File: config.mk
export PLATFORM = sky130hd
export DESIGN_NAME = solq_dp
export DESIGN_NICKNAME = d
export VERILOG_FILES = /design/src/rtl/solq_pkg.sv /design/src/rtl/solq_ram.sv /design/src/rtl/solq_dp.sv
export SDC_FILE = /design/constraint.sdc
export NUM_CORES = 2
export LEC_CHECK = 0
export BUFFER_PORTS_ARGS = -buffer_cell sky130_fd_sc_hd__buf_2
export CAP_MARGIN = 20
export CELL_PAD_IN_SITES_DETAIL_PLACEMENT = 0
export CELL_PAD_IN_SITES_GLOBAL_PLACEMENT = 1
export CORE_MARGIN = 2
export CORE_UTILIZATION = 57
export CTS_CLUSTER_DIAMETER = 150
export CTS_CLUSTER_SIZE = 14
export DETAILED_ROUTE_END_ITERATION = 12
export PLACE_DENSITY = 0.76
export SLEW_MARGIN = 15
export SYNTH_ARGS = -nofsm -noshare
export SYNTH_HDL_FRONTEND = slang
export SYNTH_MEMORY_MAX_BITS = 65536
export SYNTH_SLANG_ARGS = --single-unit
File: constraint.sdc
create_clock -name clk_i -period 6.9 [get_ports clk_i]
set_input_delay 0.345 -clock clk_i [delete_from_list [all_inputs] [get_ports clk_i]]
set_output_delay 0.345 -clock clk_i [all_outputs]
set_load 0.005 [all_outputs]
File: src/rtl/solq_pkg.sv
// Package for the search open list queue: sizes, codes, transaction structs and
// the command/status structs between the controller and the datapath.
// No dependencies; every other RTL file but solq_ram imports it.
`timescale 1ns / 1ps
`default_nettype none

package solq_pkg;

  localparam int LIST_DEPTH = 64;
  localparam int TILE_COUNT = 9;

  localparam int BOARD_W = 36;
  localparam int LEN_W   = 8;
  localparam int HEUR_W  = 8;
  localparam int TAG_W   = 16;
  localparam int COST_W  = 9;
  localparam int ENTRY_W = BOARD_W + LEN_W + HEUR_W + TAG_W;

  localparam int ADDR_W = (LIST_DEPTH > 1) ? $clog2(LIST_DEPTH) : 1;
  localparam int CNT_W  = $clog2(LIST_DEPTH + 1);

  localparam int TILE_BITS = 4 * TILE_COUNT;
  localparam logic [BOARD_W-1:0] BOARD_MASK = (TILE_BITS >= BOARD_W) ? {BOARD_W{1'b1}} :
      ((BOARD_W'(1) << TILE_BITS) - BOARD_W'(1));

  typedef enum logic [1:0] {
    OP_ENQ       = 2'd0,
    OP_DEQ_FRONT = 2'd1,
    OP_DEQ_MIN   = 2'd2,
    OP_QUERY     = 2'd3
  } op_e;

  typedef enum logic [1:0] {
    STAT_DONE  = 2'd0,
    STAT_EMPTY = 2'd1,
    STAT_FULL  = 2'd2
  } status_e;

  typedef enum logic [1:0] {
    S_IDLE,
    S_SCAN,
    S_SHIFT,
    S_RESP
  } state_e;

  typedef struct packed {
    logic [1:0]         operation;
    logic [BOARD_W-1:0] board;
    logic [LEN_W-1:0]   path_len;
    logic [HEUR_W-1:0]  heur;
    logic [TAG_W-1:0]   path_tag;
  } in_item_t;

  typedef struct packed {
    logic [1:0]         status;
    logic               found;
    logic [BOARD_W-1:0] out_board;
    logic [LEN_W-1:0]   out_path_len;
    logic [HEUR_W-1:0]  out_heur;
    logic [TAG_W-1:0]   out_path_tag;
    logic               now_empty;
  } out_item_t;

  typedef struct packed {
    logic [BOARD_W-1:0] board;
    logic [LEN_W-1:0]   path_len;
    logic [HEUR_W-1:0]  heur;
    logic [TAG_W-1:0]   tag;
  } entry_t;

  typedef struct packed {
    logic take;
    logic scan_en;
    logic shift_start;
    logic shift_en;
    logic shift_end;
    logic load_out;
  } cmd_t;

  typedef struct packed {
    op_e  in_op;
    op_e  op;
    logic empty;
    logic scan_done;
    logic shift_done;
    logic out_busy;
  } sts_t;

endpackage

`default_nettype wire

File: src/rtl/solq_ram.sv
// Generic single-write, single-read RAM with a registered read port.
// No dependencies.
`timescale 1ns / 1ps
`default_nettype none

module solq_ram #(
  parameter int WIDTH = 8,
  parameter int DEPTH = 16
) (
  input  wire logic                               clk_i,
  input  wire logic                               we_i,
  input  wire logic [((DEPTH > 1) ? $clog2(DEPTH) : 1)-1:0] waddr_i,
  input  wire logic [WIDTH-1:0]                   wdata_i,
  input  wire logic                               re_i,
  input  wire logic [((DEPTH > 1) ? $clog2(DEPTH) : 1)-1:0] raddr_i,
  output logic      [WIDTH-1:0]                   rdata_o
);

  logic [WIDTH-1:0] mem_q [DEPTH];

  always_ff @(posedge clk_i) begin
    if (we_i) begin
      mem_q[waddr_i] <= wdata_i;
    end
    if (re_i) begin
      rdata_o <= mem_q[raddr_i];
    end
  end

endmodule

`default_nettype wire

File: src/rtl/solq_dp.sv
// Datapath of the open list queue: entry memory, fill count, scan compare,
// compaction after a removal and the output register. Depends on solq_pkg, solq_ram.
`timescale 1ns / 1ps
`default_nettype none

module solq_dp (
  input  wire logic               clk_i,
  input  wire logic               rst_ni,
  input  wire solq_pkg::in_item_t in_data_i,
  input  wire solq_pkg::cmd_t     cmd_i,
  output solq_pkg::sts_t          sts_o,
  output logic                    out_valid_o,
  output solq_pkg::out_item_t     out_data_o,
  input  wire logic               out_stall_i
);

  import solq_pkg::*;

  entry_t            rd_entry;
  entry_t            wr_entry;
  logic              ram_we;
  logic [ADDR_W-1:0] ram_waddr;

  op_e                op_q;
  logic [BOARD_W-1:0] board_q;
  logic [CNT_W-1:0]   count_q;
  logic [CNT_W-1:0]   len_q;
  logic [CNT_W-1:0]   idx_q;
  logic               pend_q;
  logic [ADDR_W-1:0]  pend_idx_q;
  logic [COST_W-1:0]  best_cost_q;
  logic [ADDR_W-1:0]  best_idx_q;
  logic [ADDR_W-1:0]  best_idx_d;
  entry_t             best_q;
  logic               found_q;
  logic               removed_q;
  status_e            status_q;
  logic               out_valid_q;
  out_item_t          out_q;

  logic              enq_ok;
  logic              scan_issue;
  logic              shift_issue;
  logic              issue;
  logic              scan_hit;
  logic              take_best;
  logic              match;
  logic [COST_W-1:0] cur_cost;
  out_item_t         res;

  assign enq_ok = cmd_i.take && (in_data_i.operation == OP_ENQ) &&
                  (count_q < CNT_W'(LIST_DEPTH));
  assign scan_issue  = cmd_i.scan_en && (idx_q < len_q);
  assign shift_issue = cmd_i.shift_en && (idx_q < count_q);
  assign issue       = scan_issue || shift_issue;

  assign cur_cost  = COST_W'(rd_entry.path_len) + COST_W'(rd_entry.heur);
  assign scan_hit  = cmd_i.scan_en && pend_q;
  assign take_best = scan_hit && ((pend_idx_q == '0) || (cur_cost < best_cost_q));
  assign best_idx_d = take_best ? pend_idx_q : best_idx_q;
  assign match = scan_hit && (op_q == OP_QUERY) &&
                 (((rd_entry.board ^ board_q) & BOARD_MASK) == '0);

  assign ram_we    = enq_ok || (cmd_i.shift_en && pend_q);
  assign ram_waddr = cmd_i.shift_en ? (pend_idx_q - ADDR_W'(1)) : count_q[ADDR_W-1:0];
  assign wr_entry  = cmd_i.shift_en ? rd_entry :
                     {in_data_i.board, in_data_i.path_len, in_data_i.heur, in_data_i.path_tag};

  solq_ram #(
    .WIDTH(ENTRY_W),
    .DEPTH(LIST_DEPTH)
  ) u_ram (
    .clk_i  (clk_i),
    .we_i   (ram_we),
    .waddr_i(ram_waddr),
    .wdata_i(wr_entry),
    .re_i   (issue),
    .raddr_i(idx_q[ADDR_W-1:0]),
    .rdata_o(rd_entry)
  );

  always_ff @(posedge clk_i or negedge rst_ni) begin
    if (!rst_ni) begin
      op_q        <= OP_ENQ;
      count_q     <= '0;
      pend_q      <= 1'b0;
      out_valid_q <= 1'b0;
    end else begin
      pend_q <= issue;
      if (cmd_i.take) begin
        op_q <= op_e'(in_data_i.operation);
      end
      if (enq_ok) begin
        count_q <= count_q + CNT_W'(1);
      end else if (cmd_i.shift_end) begin
        count_q <= count_q - CNT_W'(1);
      end
      if (cmd_i.load_out) begin
        out_valid_q <= 1'b1;
      end else if (!out_stall_i) begin
        out_valid_q <= 1'b0;
      end
    end
  end

  always_ff @(posedge clk_i) begin
    pend_idx_q <= idx_q[ADDR_W-1:0];
    if (cmd_i.take) begin
      board_q   <= in_data_i.board;
      len_q     <= (in_data_i.operation == OP_DEQ_FRONT) ? CNT_W'(1) : count_q;
      idx_q     <= '0;
      found_q   <= 1'b0;
      removed_q <= 1'b0;
      case (op_e'(in_data_i.operation))
        OP_ENQ:       status_q <= (count_q < CNT_W'(LIST_DEPTH)) ? STAT_DONE : STAT_FULL;
        OP_DEQ_FRONT: status_q <= (count_q == '0) ? STAT_EMPTY : STAT_DONE;
        OP_DEQ_MIN:   status_q <= (count_q == '0) ? STAT_EMPTY : STAT_DONE;
        default:      status_q <= STAT_DONE;
      endcase
    end else if (cmd_i.shift_start) begin
      idx_q     <= CNT_W'(best_idx_d) + CNT_W'(1);
      removed_q <= 1'b1;
    end else if (issue) begin
      idx_q <= idx_q + CNT_W'(1);
    end
    if (take_best) begin
      best_cost_q <= cur_cost;
      best_idx_q  <= pend_idx_q;
      best_q      <= rd_entry;
    end
    if (match) begin
      found_q <= 1'b1;
    end
    if (cmd_i.load_out) begin
      out_q <= res;
    end
  end

  always_comb begin
    res              = '0;
    res.status       = status_q;
    res.found        = found_q;
    res.now_empty    = (count_q == '0);
    if (removed_q) begin
      res.out_board    = best_q.board;
      res.out_path_len = best_q.path_len;
      res.out_heur     = best_q.heur;
      res.out_path_tag = best_q.tag;
    end
  end

  assign sts_o.in_op      = op_e'(in_data_i.operation);
  assign sts_o.op         = op_q;
  assign sts_o.empty      = (count_q == '0);
  assign sts_o.scan_done  = scan_hit && ((CNT_W'(pend_idx_q) + CNT_W'(1)) == len_q);
  assign sts_o.shift_done = !(idx_q < count_q) && !pend_q;
  assign sts_o.out_busy   = out_valid_q && out_stall_i;

  assign out_valid_o = out_valid_q;
  assign out_data_o  = out_q;

endmodule

`default_nettype wire
==> results summary <==
The floorplan die width came out at 560.9 microns. The total count of hold-check failures in the final report is 0. The HPWL after detailed placement is 240000 microns.

The count of H-tree levels built during CTS came out at 5. The number of distinct library cell variants in the gate-level netlist after synthesis came out at 52. Dividing the detail-routed wire length by the instance count gives 39.56 microns. At the pin with the least slew margin, the transition time is 1.149 ns. The post-cts resize count is 0. The dominant register cell in the synthesized netlist is edfxtp_1. The maximum buffer depth of the clock tree is 4. The post-detailed-routing wire length came out at 462000 microns. The end of the worst register-to-register path is idx_q[3]$_SDFFE_PP0P_. The worst hold path terminates at u_ram.mem_q[58][2]$_DFFE_PP_. For this run, the number of Yosys warnings is 0. The post-synthesis cell area is 176800 sq um. The number of instances in the synthesized netlist is 6983. At the end of the flow, the number of nets in the layout was 7588.

The sink count of the clock tree came out at 4646. The startpoint identified for the worst register-to-register timing path is u_ram.rdata_o[16]$_DFFE_PP_. The critical path is of the reg2reg type.

The count of nets left with antenna violations once routing finished came out at 0. The number of synthesized flops with an enable pin came out at 4614. The count of pins over their slew limit came to 0.

The die outline area is 314600 sq um. Setup repair after global routing left no endpoint under its margin. STA classifies the critical path startpoint as a flop. The leakage component of the power is 0.05913 uW. The slack of the worst reg-to-reg path is 1.68 ns. The root buffer cell is clkbuf_16. The final count of negative-setup-slack endpoints came out at 0. The max-capacitance violation count is 0.

The first routing iteration left 13997 violations. The effective utilization at floorplan is 0.5724. After clock tree synthesis, the setup repair step added 0 buffers. The setup skew after layout came out at 0.08171 ns. The DRC violation count after routing is 0.

Counting every net in the synthesized netlist gives 7103. The number of I/O port buffers is 159. The share of the synthesized area in the top cell type is 0.7837. The floorplan has 204 rows. The worst setup path is captured at a flop. In the post-synthesis netlist, the biggest area contributors are edfxtp_1, mux4_2, mux2_2.

The placer's final routability congestion estimate came out at 0.8081. Of all cell types, the one taking the most synthesized area is edfxtp_1. The worst hold path depth came out at 2. The hold buffer count at CTS came out at 47. The first-pass GRT wire length came out at 641000 microns.

The clock transition time at the flip-flop clock pins of the worst setup and hold paths came out at 0.07 ns. The per-instance average area after synthesis is 25.32 sq um. The leftover overflow at the end of global routing came out at 0. The maximum clock rate came out at 191.4 MHz. The pin count of the biggest net entering global routing came out at 139. The final worst-path cycle share is 0.7570. The floorplan die height is 560.9 microns. For this run, asynchronously set or reset flops after synthesis account for 0.002368.

The number of buffers added by the clock tree synthesis step is 369. The detailed-route vias per instance is 7.003. The cell count of the worst reg-to-reg path is 20. Relative to the synthesized area, the layout overhead comes to 10.62%. Leaving out fill and tap cells, the most frequent cell in the layout is edfxtp_1. The top cell types in the final layout, fill and taps aside, are edfxtp_1, mux4_2, clkbuf_16. The clock insertion delay at the later pin of the skew report is 1.00 ns.

The worst endpoint data arrival time is 6.11 ns. The worst-case vdd ir drop came out at 0.2663 mV. In the final layout, the share of cells above drive strength 1 is 0.3172. The routed via count is 81778. The worst hold path startpoint is in_data_i[2]. The overall routing resource usage came out at 0.2947. For this run, the register share of the synthesized area comes to 0.7876. The total instance count after detailed placement is 11131. The max-slew headroom at the worst pin came out at 0.2324.

The number of synthesized register bits is 4646. Once layout is complete, the cells apart from fillers number 11677. The number of global-route vias before repair is 80549. TritonCTS built the clock tree. The min-delay analysis places its worst path in the category in2reg. The power density relative to cell area is 340.3 nW/um^2. The setup TNS is 0 ns. The number of optimization iterations in the first detailed-route pass came out at 5.

STA puts the critical path data required time at 7.78 ns. Pin placement for this block handled 160 I/O pins. The area of the core is 308800 sq um. The initial antenna violation count came out at 26. The clock period minus final worst setup slack is 5.224 ns. The run finished with clean final reports.

The worst hold slack after final layout is 0.001101 ns. The worst-path maximum fanout came out at 50.
==> metal layers <==
layer / track usage / routed length [microns] / vias up
met5: 0 / 113 / -
met2: 0.4629 / 222800 / 5455
met4: 0.07835 / 14030 / 18
met3: 0.05798 / 52810 / 669
met1: 0.4328 / 172200 / 44578
li1: - / - / 31058
==> metrics by stage <==
step | area [sq um] | setup WS [ns] | total power, uW | utilization
floorplan | 176800 | 2.020 | 43340 | -
global placement | 184100 | 1.623 | 47430 | 0.5960
detailed placement | 184200 | 1.594 | 47780 | 0.5964
CTS | 194600 | 1.606 | 66520 | 0.6301
global route | 195600 | 1.316 | 68510 | 0.6332
finish | 195600 | 1.676 | 66560 | 0.6332
==> cell families after synthesis <==
logic type               after synthesis  synth area share
XOR/XNOR                              64          0.003171
AND/OR/NAND/NOR                      265          0.007318
adder cells (fa/ha/maj)               41          0.002987
flip-flops                          4646            0.7876
multiplexers                        1508            0.1870
AO/OA/AOI/OAI                         80          0.003036
buffers and inverters                379          0.008903
==> area by class of cell <==
cell class,count,area (sq um)
sequential,4646,139300
fill,19820,113300
multi-input combinational,1958,36570
clock buffer,414,9467
tap,4120,5155
timing repair buffer,459,4456
clock inverter,23,471.7
inverter,34,127.6
antenna,23,57.56
==> cell usage after synthesis, types with 3 or more instances <==
cell type and instances:
nand3_1 15, o21bai_1 7, dfxtp_1 21, and2_1 71, ha_1 39, a211oi_1 6
buf_2 82, mux2_2 75, a21oi_1 20, xor2_1 19, o21ai_0 11, mux2i_1 5
buf_4 11, nand2_1 32, o211ai_1 4, nor4_1 5, xnor2_1 45, buf_1 59
inv_1 33, a31oi_1 4, nor3_1 4, mux4_2 1428, dfrtp_1 11, a21o_1 9
nand2b_1 7, nand4_1 12, edfxtp_1 4614, o32ai_1 5, nor2b_1 3, clkbuf_1 192
nor2_1 107, o31ai_1 3
==> how the worst max path moves through the flow <==
| stage | start | to | slack, ns | cells after the start |
|---|---|---|---|---|
| after floorplan | in_data_i[69] | u_ram.mem_q[24][0]$_DFFE_PP_ | 2.02 | 7 |
| after global placement | u_ram.rdata_o[16]$_DFFE_PP_ | idx_q[3]$_SDFFE_PP0P_ | 1.62 | 20 |
| after detailed placement | u_ram.rdata_o[16]$_DFFE_PP_ | idx_q[3]$_SDFFE_PP0P_ | 1.59 | 20 |
| after CTS | u_ram.rdata_o[16]$_DFFE_PP_ | idx_q[3]$_SDFFE_PP0P_ | 1.61 | 20 |
| after global routing | u_ram.rdata_o[16]$_DFFE_PP_ | idx_q[3]$_SDFFE_PP0P_ | 1.32 | 20 |
| final | u_ram.rdata_o[16]$_DFFE_PP_ | idx_q[3]$_SDFFE_PP0P_ | 1.68 | 20 |
==> worst max-delay path, cell delays in order (launching register included) <==
cell	delay [ns]
edfxtp_1	0.42
ha_1	0.25
fa_1	0.42
a21oi_1	0.17
nor2_1	0.06
nor2_1	0.15
o21bai_1	0.09
a21oi_1	0.22
nor2b_1	0.07
o21ai_0	0.21
nand2b_1	0.13
ha_1	0.30
o21ai_0	0.09
o21bai_1	0.16
a21boi_2	0.26
o21a_4	0.62
buf_4	0.83
o211ai_1	0.24
nand2_1	0.13
xnor2_1	0.09
a211oi_1	0.24
==> power by group <==
group          total (uW)  switching, uW  internal, uW
combinational       12300           7210          5060
sequential          35200            840         34400
clock               19100           9400          9690
==> registers in the layout (all words and copies together), names as in the netlist, 7 cells and up <==
signal	cells
best_q	68
u_ram.rdata_o	68
board_q	36
idx_q	7
out_data_o	72
count_q	7
len_q	7
u_ram.mem_q	4352
best_cost_q	9
No activity file was read; power rests on OpenSTA's default activity.
