$ cat src/rtl/solq_pkg.sv
// Package for the search open list queue: sizes, codes, transaction structs and
// the command/status structs between the controller and the datapath.
// No dependencies; every other RTL file but solq_ram imports it.
`timescale 1ns / 1ps
`default_nettype none

package solq_pkg;

  localparam int LIST_DEPTH = 64;
  localparam int TILE_COUNT = 9;

  localparam int BOARD_W = 36;
  localparam int LEN_W   = 8;
  localparam int HEUR_W  = 8;
  localparam int TAG_W   = 16;
  localparam int COST_W  = 9;
  localparam int ENTRY_W = BOARD_W + LEN_W + HEUR_W + TAG_W;

  localparam int ADDR_W = (LIST_DEPTH > 1) ? $clog2(LIST_DEPTH) : 1;
  localparam int CNT_W  = $clog2(LIST_DEPTH + 1);

  localparam int TILE_BITS = 4 * TILE_COUNT;
  localparam logic [BOARD_W-1:0] BOARD_MASK = (TILE_BITS >= BOARD_W) ? {BOARD_W{1'b1}} :
      ((BOARD_W'(1) << TILE_BITS) - BOARD_W'(1));

  typedef enum logic [1:0] {
    OP_ENQ       = 2'd0,
    OP_DEQ_FRONT = 2'd1,
    OP_DEQ_MIN   = 2'd2,
    OP_QUERY     = 2'd3
  } op_e;

  typedef enum logic [1:0] {
    STAT_DONE  = 2'd0,
    STAT_EMPTY = 2'd1,
    STAT_FULL  = 2'd2
  } status_e;

  typedef enum logic [1:0] {
    S_IDLE,
    S_SCAN,
    S_SHIFT,
    S_RESP
  } state_e;

  typedef struct packed {
    logic [1:0]         operation;
    logic [BOARD_W-1:0] board;
    logic [LEN_W-1:0]   path_len;
    logic [HEUR_W-1:0]  heur;
    logic [TAG_W-1:0]   path_tag;
  } in_item_t;

  typedef struct packed {
    logic [1:0]         status;
    logic               found;
    logic [BOARD_W-1:0] out_board;
    logic [LEN_W-1:0]   out_path_len;
    logic [HEUR_W-1:0]  out_heur;
    logic [TAG_W-1:0]   out_path_tag;
    logic               now_empty;
  } out_item_t;

  typedef struct packed {
    logic [BOARD_W-1:0] board;
    logic [LEN_W-1:0]   path_len;
    logic [HEUR_W-1:0]  heur;
    logic [TAG_W-1:0]   tag;
  } entry_t;

  typedef struct packed {
    logic take;
    logic scan_en;
    logic shift_start;
    logic shift_en;
    logic shift_end;
    logic load_out;
  } cmd_t;

  typedef struct packed {
    op_e  in_op;
    op_e  op;
    logic empty;
    logic scan_done;
    logic shift_done;
    logic out_busy;
  } sts_t;

endpackage

`default_nettype wire

$ cat src/rtl/solq_ctrl.sv
// Controller state machine of the open list queue: sequences scan, shift and response.
// Depends on solq_pkg.
`timescale 1ns / 1ps
`default_nettype none

module solq_ctrl (
  input  wire logic          clk_i,
  input  wire logic          rst_ni,
  input  wire logic          in_valid_i,
  output logic               in_stall_o,
  input  wire solq_pkg::sts_t sts_i,
  output solq_pkg::cmd_t     cmd_o
);

  import solq_pkg::*;

  state_e state_q, state_d;

  always_ff @(posedge clk_i or negedge rst_ni) begin
    if (!rst_ni) begin
      state_q <= S_IDLE;
    end else begin
      state_q <= state_d;
    end
  end

  always_comb begin
    state_d    = state_q;
    cmd_o      = '0;
    in_stall_o = 1'b1;
    case (state_q)
      S_IDLE: begin
        in_stall_o = 1'b0;
        if (in_valid_i) begin
          cmd_o.take = 1'b1;
          if (sts_i.in_op == OP_ENQ || sts_i.empty) begin
            state_d = S_RESP;
          end else begin
            state_d = S_SCAN;
          end
        end
      end
      S_SCAN: begin
        cmd_o.scan_en = 1'b1;
        if (sts_i.scan_done) begin
          if (sts_i.op == OP_QUERY) begin
            state_d = S_RESP;
          end else begin
            cmd_o.shift_start = 1'b1;
            state_d = S_SHIFT;
          end
        end
      end
      S_SHIFT: begin
        cmd_o.shift_en = 1'b1;
        if (sts_i.shift_done) begin
          cmd_o.shift_end = 1'b1;
          state_d = S_RESP;
        end
      end
      S_RESP: begin
        if (!sts_i.out_busy) begin
          cmd_o.load_out = 1'b1;
          state_d = S_IDLE;
        end
      end
      default: begin
        state_d = S_IDLE;
      end
    endcase
  end

endmodule

`default_nettype wire

$ cat config.mk
export PLATFORM = sky130hd
export DESIGN_NAME = solq_ctrl
export DESIGN_NICKNAME = d
export VERILOG_FILES = /design/src/rtl/solq_pkg.sv /design/src/rtl/solq_ctrl.sv
export SDC_FILE = /design/constraint.sdc
export NUM_CORES = 1
export LEC_CHECK = 0
export BUFFER_PORTS_ARGS = -buffer_cell sky130_fd_sc_hd__buf_2
export CAP_MARGIN = 20
export CELL_PAD_IN_SITES_DETAIL_PLACEMENT = 1
export CELL_PAD_IN_SITES_GLOBAL_PLACEMENT = 1
export CORE_AREA = 2 2 39 41
export CTS_CLUSTER_DIAMETER = 120
export DETAILED_ROUTE_END_ITERATION = 16
export DIE_AREA = 0 0 41 43
export PLACE_DENSITY_LB_ADDON = 0.05
export SETUP_SLACK_MARGIN = 0.2
export SYNTH_ARGS = -nofsm -noshare
export SYNTH_HDL_FRONTEND = slang
export SYNTH_SLANG_ARGS = --single-unit
export TNS_END_PERCENT = 1
$ cat constraint.sdc
create_clock -name clk_i -period 1.7 [get_ports clk_i]
set_input_delay 0.085 -clock clk_i [delete_from_list [all_inputs] [get_ports clk_i]]
set_output_delay 0.085 -clock clk_i [all_outputs]
set_load 0.005 [all_outputs]
==> results.sh, run 1 <==
export IMPL_dpl_cell_area_um2=363
export IMPL_cts_tree="built"
export IMPL_hp_class="input port to async pin"
export IMPL_powerDensity_nw_per_um2=1840
export IMPL_drc=0
export IMPL_grt_use_met2_pct=15.3
export IMPL_synthCells=28
export IMPL_leakagePower_nw=0.266
export IMPL_htreeDepth=1
export IMPL_yosysMostFrequentCell="ha_1"
export IMPL_grt_use_met1_pct=12.8
export IMPL_rows=14
export IMPL_largest_register="state_q"
export IMPL_cts_buffer_depth=2
export IMPL_crit_path_max_incr_delay_ps=420
export IMPL_r2r_slack_ps=260
export IMPL_via_per_inst=4.42
export IMPL_r2r_start="state_q[1]"
export IMPL_slew_headroom_pct=82.8
export IMPL_synth_xor_xnor_area_share_pct=0
export IMPL_status="complete, no violations"
export IMPL_synthAdderAreaFrac_pct=29.1
export IMPL_yosys_area_top_type_share_pct=29.1
export IMPL_dieHeight_um=43
export IMPL_synth_edf_count=0
export IMPL_cts_sinks=2
export IMPL_rsz0062_at_grt="true"
export IMPL_io_buffers=17
export IMPL_synthTopCellsByArea="ha_1, dfrtp_1, o2111ai_4, nand2b_2, and2_1"
export IMPL_r2r_end="state_q[0]"
export IMPL_grt_antenna_before_repair=0
export IMPL_synth_seq_cells=2
export IMPL_finalNetCount=76
export IMPL_yosysTopAreaCell="ha_1"
export IMPL_num_antenna_cells=0
export IMPL_die_area_um2=1760
export IMPL_initial_core_util_pct=18.6
export IMPL_drv_cap=0
export IMPL_crit_arrival_ps=1520
export IMPL_post_route_cell_area_um2=543
export IMPL_fin_setup_tns_ps=0
export IMPL_largest_register_ffs=2
export IMPL_critPathTopFamily="compound AO/OA/AOI/OAI gates"
export IMPL_synth_cell_area_um2=258
export IMPL_grt_start_max_net_pins=6
export IMPL_syn_nets=45
export IMPL_finClkSkew_ps=5.15
export IMPL_io_pins=18
export IMPL_critPathKind="flop to flop"
export IMPL_core_area_um2=1380
export IMPL_synth_common_cells="ha_1, nor2_1"
export IMPL_ir_worst_vdd_v=0.000829
export IMPL_worstPathCellList="buf_12, ha_4, nand2b_2, o2111ai_4, a311oi_2, o22ai_2"
export IMPL_muxShareOfSynthArea_pct=0
export IMPL_syn_to_final_growth_pct=111
export IMPL_ant_nets=0
export IMPL_drive_gt1_share_pct=77.2
export IMPL_grt_total_usage_pct=9.83
export IMPL_chipWidth_um=41
export IMPL_drt_iter0_markers=1
export IMPL_crit_fanout=3
export IMPL_synth_compound_area_share_pct=25.7
export IMPL_grt_pass1_wl_mm=1.21
export IMPL_gp_congestion=0.740
export IMPL_clock_root_buffer="clkbuf_4"
export IMPL_synthSimpleGateAreaFrac_pct=21.4
export IMPL_worstSkewPairLatency_ps=220
export IMPL_reg_largest_list="state_q: 2 flops"
export IMPL_dpl_hpwl_um=530
export IMPL_vias=323
export IMPL_ys_seq_area_share_pct=19.4
export IMPL_syn_area_per_cell_um2=9.21
export IMPL_busiest_layer="met2"
export IMPL_cp_slowest_cell="dfrtp_2"
export IMPL_yosys_warnings=0
export IMPL_worstPathRequired_ps=1780
export IMPL_grt_ovfl_total=0
export IMPL_drt_total_wl_um=815
export IMPL_grt_pass1_vias=292
export IMPL_reg2regPathDepth=6
export IMPL_avgRoutedWirePerCell_um=11.2
export IMPL_hold_violations=0
export IMPL_max_freq_mhz=694
export IMPL_yosysUniqueCellTypes=16
export IMPL_first_pass_iters=4
export IMPL_cp_end_kind="flop"
export IMPL_synth_top_family_by_area="adder cells"
export IMPL_fill_cells=165
export IMPL_async_reset_ff_share_pct=100
export IMPL_period_share_pct=84.8
export IMPL_path_clk_slew_ps=30
export IMPL_final_max_slew_viol_count=0
export IMPL_period_needed_ps=1440
export IMPL_setup_viol=0
export IMPL_ys_flop_type="dfrtp_1"
export IMPL_worst_pin_slew_ps=257
export IMPL_use_met3_pct=1.57
export IMPL_cts_buffers=3
export IMPL_start_kind="flop"
export IMPL_post_route_util_pct=39.2
export IMPL_worst_path_buf_inv=1
-- per-layer routing --
metal / share of wire, % / wire length, um
met2: 59 / 477
met3: 6.1 / 50
met5: 0 / 0
met1: 35 / 287
met4: 0 / 0
-- power breakdown --
part	switching (mW)	total [mW]	internal [mW]
sequential	0.0332	0.111	0.0779
combinational	0.341	0.782	0.441
clock	0.0259	0.104	0.0778
total	0.400	0.997	0.597
-- per-stage QoR --
step	hold WS (ps)	power (mW)	setup slack [ps]	instances
6_report	188	0.997	258	73
4_1_cts	161	0.757	214	69
3_3_place_gp	-131	0.528	90.1	61
5_1_grt	183	1.11	163	73
2_1_floorplan	-211	0.393	341	28
3_5_place_dp	-128	0.527	110	61
-- cell usage in the layout (no fill, tap or decap), types with 2 or more instances in the layout --
cell,count
ha_4,3
buf_4,6
inv_2,2
and2_1,2
buf_2,17
ha_2,2
clkbuf_4,3
nand2b_2,2
nor2_1,3
-- final cells by class --
type                    instances  area [um2]  share of cell area, %
well taps                      16        20.0                   3.69
clock buffers                   3        22.5                   4.15
repair buffers                 26         171                   31.6
inverters                       3        13.8                   2.53
multi-input cells              23         264                   48.6
flip-flops and latches          2        51.3                   9.45
-- cell families (layout without fill, tap and decap cells) --
group           Yosys count  count (layout)
compound gates            7               7
simple gates             10              10
flops                     2               2
buf+inv                   3              32
fa+ha+maj                 6               6
-- repair_timing --
| action | 4_1_cts | 5_1_grt |
|---|---|---|
| hold endpoints to repair | 2 | 0 |
| pin swaps | 3 | 5 |
| resized for setup | 6 | 12 |
| setup endpoints to repair | 1 | 2 |
| setup buffers | 4 | 4 |
| hold buffers | 1 | 0 |
-- worst max-delay path by stage --
stage,start,to,cells past startpoint
3_5_place_dp,state_q[0],state_q[0],6
6_report,state_q[1],state_q[0],6
5_1_grt,state_q[1],state_q[0],6
4_1_cts,state_q[0],state_q[0],6
3_3_place_gp,state_q[0],state_q[0],6
2_1_floorplan,state_q[0],state_q[0],6
(Power assumes the default switching activity.)
==> inputs of run 2 (changes only) <==
--- a/config.mk
+++ b/config.mk
@@ -5,6 +5,7 @@
 export SDC_FILE = /design/constraint.sdc
 export NUM_CORES = 1
 export LEC_CHECK = 0
+export ABC_AREA = 1
 export BUFFER_PORTS_ARGS = -buffer_cell sky130_fd_sc_hd__buf_2
 export CAP_MARGIN = 20
 export CELL_PAD_IN_SITES_DETAIL_PLACEMENT = 1
==> constraint.sdc (replaced) <==
create_clock -name clk_i -period 1.3 [get_ports clk_i]
set_input_delay 0.065 -clock clk_i [delete_from_list [all_inputs] [get_ports clk_i]]
set_output_delay 0.065 -clock clk_i [all_outputs]
set_load 0.005 [all_outputs]
==> results.sh, run 2 <==
export IMPL_status="complete, no violations"
export IMPL_io_pins=18
export IMPL_drt_iter0_markers=1
export IMPL_grt_use_met1_pct=13.5
export IMPL_grt_antenna_before_repair=0
export IMPL_r2r_slack_ps=90
export IMPL_regArea_um2=52.6
export IMPL_cp_slowest_cell="dfrtp_2"
export IMPL_path_clk_slew_ps=30
export IMPL_cts_buffer_depth=2
export IMPL_fill_cells=187
export IMPL_grt_start_max_net_pins=7
export IMPL_switching_power_mw=0.504
export IMPL_worstPathRequired_ps=1400
export IMPL_grt_pass1_wl_mm=1.27
export IMPL_start_kind="flop"
export IMPL_internal_power_mw=0.623
export IMPL_reg2regPathDepth=6
export IMPL_period_needed_ps=1210
export IMPL_drc=0
export IMPL_cts_sinks=2
export IMPL_dieHeight_um=43
export IMPL_yosysMostFrequentCell="inv_1"
export IMPL_largest_register="state_q"
export IMPL_worstSetupStartpoint="state_q[1]"
export IMPL_combinationalPowerShare_pct=72.9
export IMPL_crit_path_max_incr_delay_ps=420
export IMPL_drt_total_wl_um=791
export IMPL_ir_worst_vdd_v=0.000687
export IMPL_cts_buffers=3
export IMPL_r2r_end="state_q[0]"
export IMPL_synth_cell_area_um2=284
export IMPL_crit_arrival_ps=1310
export IMPL_yosys_warnings=0
export IMPL_htreeDepth=1
export IMPL_powerDensity_nw_per_um2=2130
export IMPL_avgRoutedWirePerCell_um=9.20
export IMPL_layout_common_cells="buf_2, inv_1, nand2_1"
export IMPL_whs_ps=184
export IMPL_ys_flop_type="dfrtp_1"
export IMPL_cp_end_kind="flop"
export IMPL_syn_nets=61
export IMPL_yosysUniqueCellTypes=13
export IMPL_critPathKind="flop to flop"
export IMPL_synth_common_cells="inv_1, nand2_1, ha_1, nand2_2, nor2_1"
export IMPL_io_buffers=17
export IMPL_period_share_pct=92.7
export IMPL_final_max_slew_viol_count=0
export IMPL_clock_root_buffer="clkbuf_4"
export IMPL_synthCells=44
export IMPL_crit_fanout=3
export IMPL_synth_edf_count=0
export IMPL_pwr_share_clk_pct=11.9
export IMPL_seqPwrFrac_pct=15.2
export IMPL_post_route_cell_area_um2=529
export IMPL_use_met3_pct=1.57
export IMPL_slew_headroom_pct=87.7
export IMPL_r2r_start="state_q[1]"
export IMPL_syn_area_per_cell_um2=6.46
export IMPL_rsz0062_at_grt="true"
export IMPL_initial_core_util_pct=20.5
export IMPL_finClkSkew_ps=3.96
export IMPL_setup_viol=0
export IMPL_synthTopCellsByArea="ha_1, dfrtp_1, inv_1, nand2_1, nand2_2"
export IMPL_reg_largest_list="state_q: 2 flops"
export IMPL_rows=14
export IMPL_place_inst=77
export IMPL_grt_total_usage_pct=10.9
export IMPL_grt_ovfl_total=0
export IMPL_first_pass_iters=2
export IMPL_num_antenna_cells=0
export IMPL_worstPathCellList="buf_6, ha_2, nand2_2, nand2_2, o21ai_1, nand2_1"
export IMPL_worstSkewPairLatency_ps=220
export IMPL_fin_setup_tns_ps=0
export IMPL_cpMostUsedCell="nand2_2"
export IMPL_gp_congestion=0.675
export IMPL_yosys_area_top_type_share_pct=26.4
export IMPL_leakagePower_nw=0.295
export IMPL_chipWidth_um=41
export IMPL_hp_class="input port to async pin"
export IMPL_ys_seq_area_share_pct=17.6
export IMPL_dpl_hpwl_um=572
export IMPL_finalWorstSetupSlack_ps=94.6
export IMPL_synth_seq_cells=2
export IMPL_busiest_layer="met2"
export IMPL_dpl_cell_area_um2=404
export IMPL_hold_violations=0
export IMPL_yosysTopAreaCell="ha_1"
export IMPL_switching_share_pct=44.7
export IMPL_post_route_util_pct=38.2
export IMPL_cts_tree="built"
export IMPL_max_freq_mhz=830
export IMPL_layout_commonest_cell="buf_2"
export IMPL_async_reset_ff_share_pct=100
export IMPL_vias=348
export IMPL_ant_nets=0
export IMPL_drive_gt1_share_pct=62.9
export IMPL_finalNetCount=89
export IMPL_largest_register_ffs=2
export IMPL_worst_pin_slew_ps=184
export IMPL_core_area_um2=1380
export IMPL_grt_pass1_vias=321
export IMPL_die_area_um2=1760
export IMPL_drv_cap=0
export IMPL_place_ws_ps=52.7
export IMPL_grt_use_met2_pct=17.2
export IMPL_via_per_inst=4.05
export IMPL_power_mw=1.13
export IMPL_final_cell_count_no_fill=86
export IMPL_multi_input_area_um2=248
export IMPL_syn_to_final_growth_pct=86.3
run 2: changes by cell type after synthesis, sizes merged, moves of 2 or more:
| cell | previous run | this run |
|---|---|---|
| nand2 | 2 | 13 |
| inv | 3 | 12 |
| and2 | 2 | 0 |
| nand2b | 2 | 0 |
| o21ai | 1 | 3 |
run 2: worst max path at each step:
stage                     cells after the start  slack, ps    endpoint
after floorplan                               7        170  state_q[0]
after global placement                        6         30  state_q[0]
after detailed placement                      6         50  state_q[0]
after CTS                                     5         90    cmd_o[0]
after global routing                          7         10  state_q[0]
final                                         6         90  state_q[0]
run 2: cell type report:
class | count | share of cell area (%)
well taps | 16 | 3.78
clock buffers | 3 | 4.26
flip-flops and latches | 2 | 9.93
repair buffers | 23 | 25.8
multi-input cells | 30 | 46.8
inverters | 12 | 9.46
run 2: cells by family after synthesis:
family	synth area share [%]
simple gates	30.0
buf+inv	15.9
fa+ha+maj	26.4
compound gates	10.1
flops	17.6
run 2: critical path: cells and delay by family (launching register included):
kind / cells / cell delay [ps]
flops: 1 / 420
simple gates: 3 / 200
fa+ha+maj: 1 / 170
buf+inv: 1 / 130
compound gates: 1 / 160
run 2: metal layers:
layer	vias to the layer above	share of wire [%]
met5	-	0
met4	0	0
met3	0	4.8
met2	9	52
met1	156	43
li1	183	-
run 2: power by group through the flow:
stage	Sequential [mW]	Combinational, mW	Clock, mW
2_1_floorplan	0.149	0.419	0
3_3_place_gp	0.161	0.602	0
3_5_place_dp	0.162	0.586	0
4_1_cts	0.171	0.787	0.141
5_1_grt	0.179	0.949	0.158
6_report	0.171	0.821	0.134
run 2: repair_timing:
item,CTS,global route
pin swaps,1,1
setup buffers,4,1
gates resized for setup,10,4
endpoints found under the setup margin,9,9
hold buffers,1,0
hold endpoints to repair,2,0
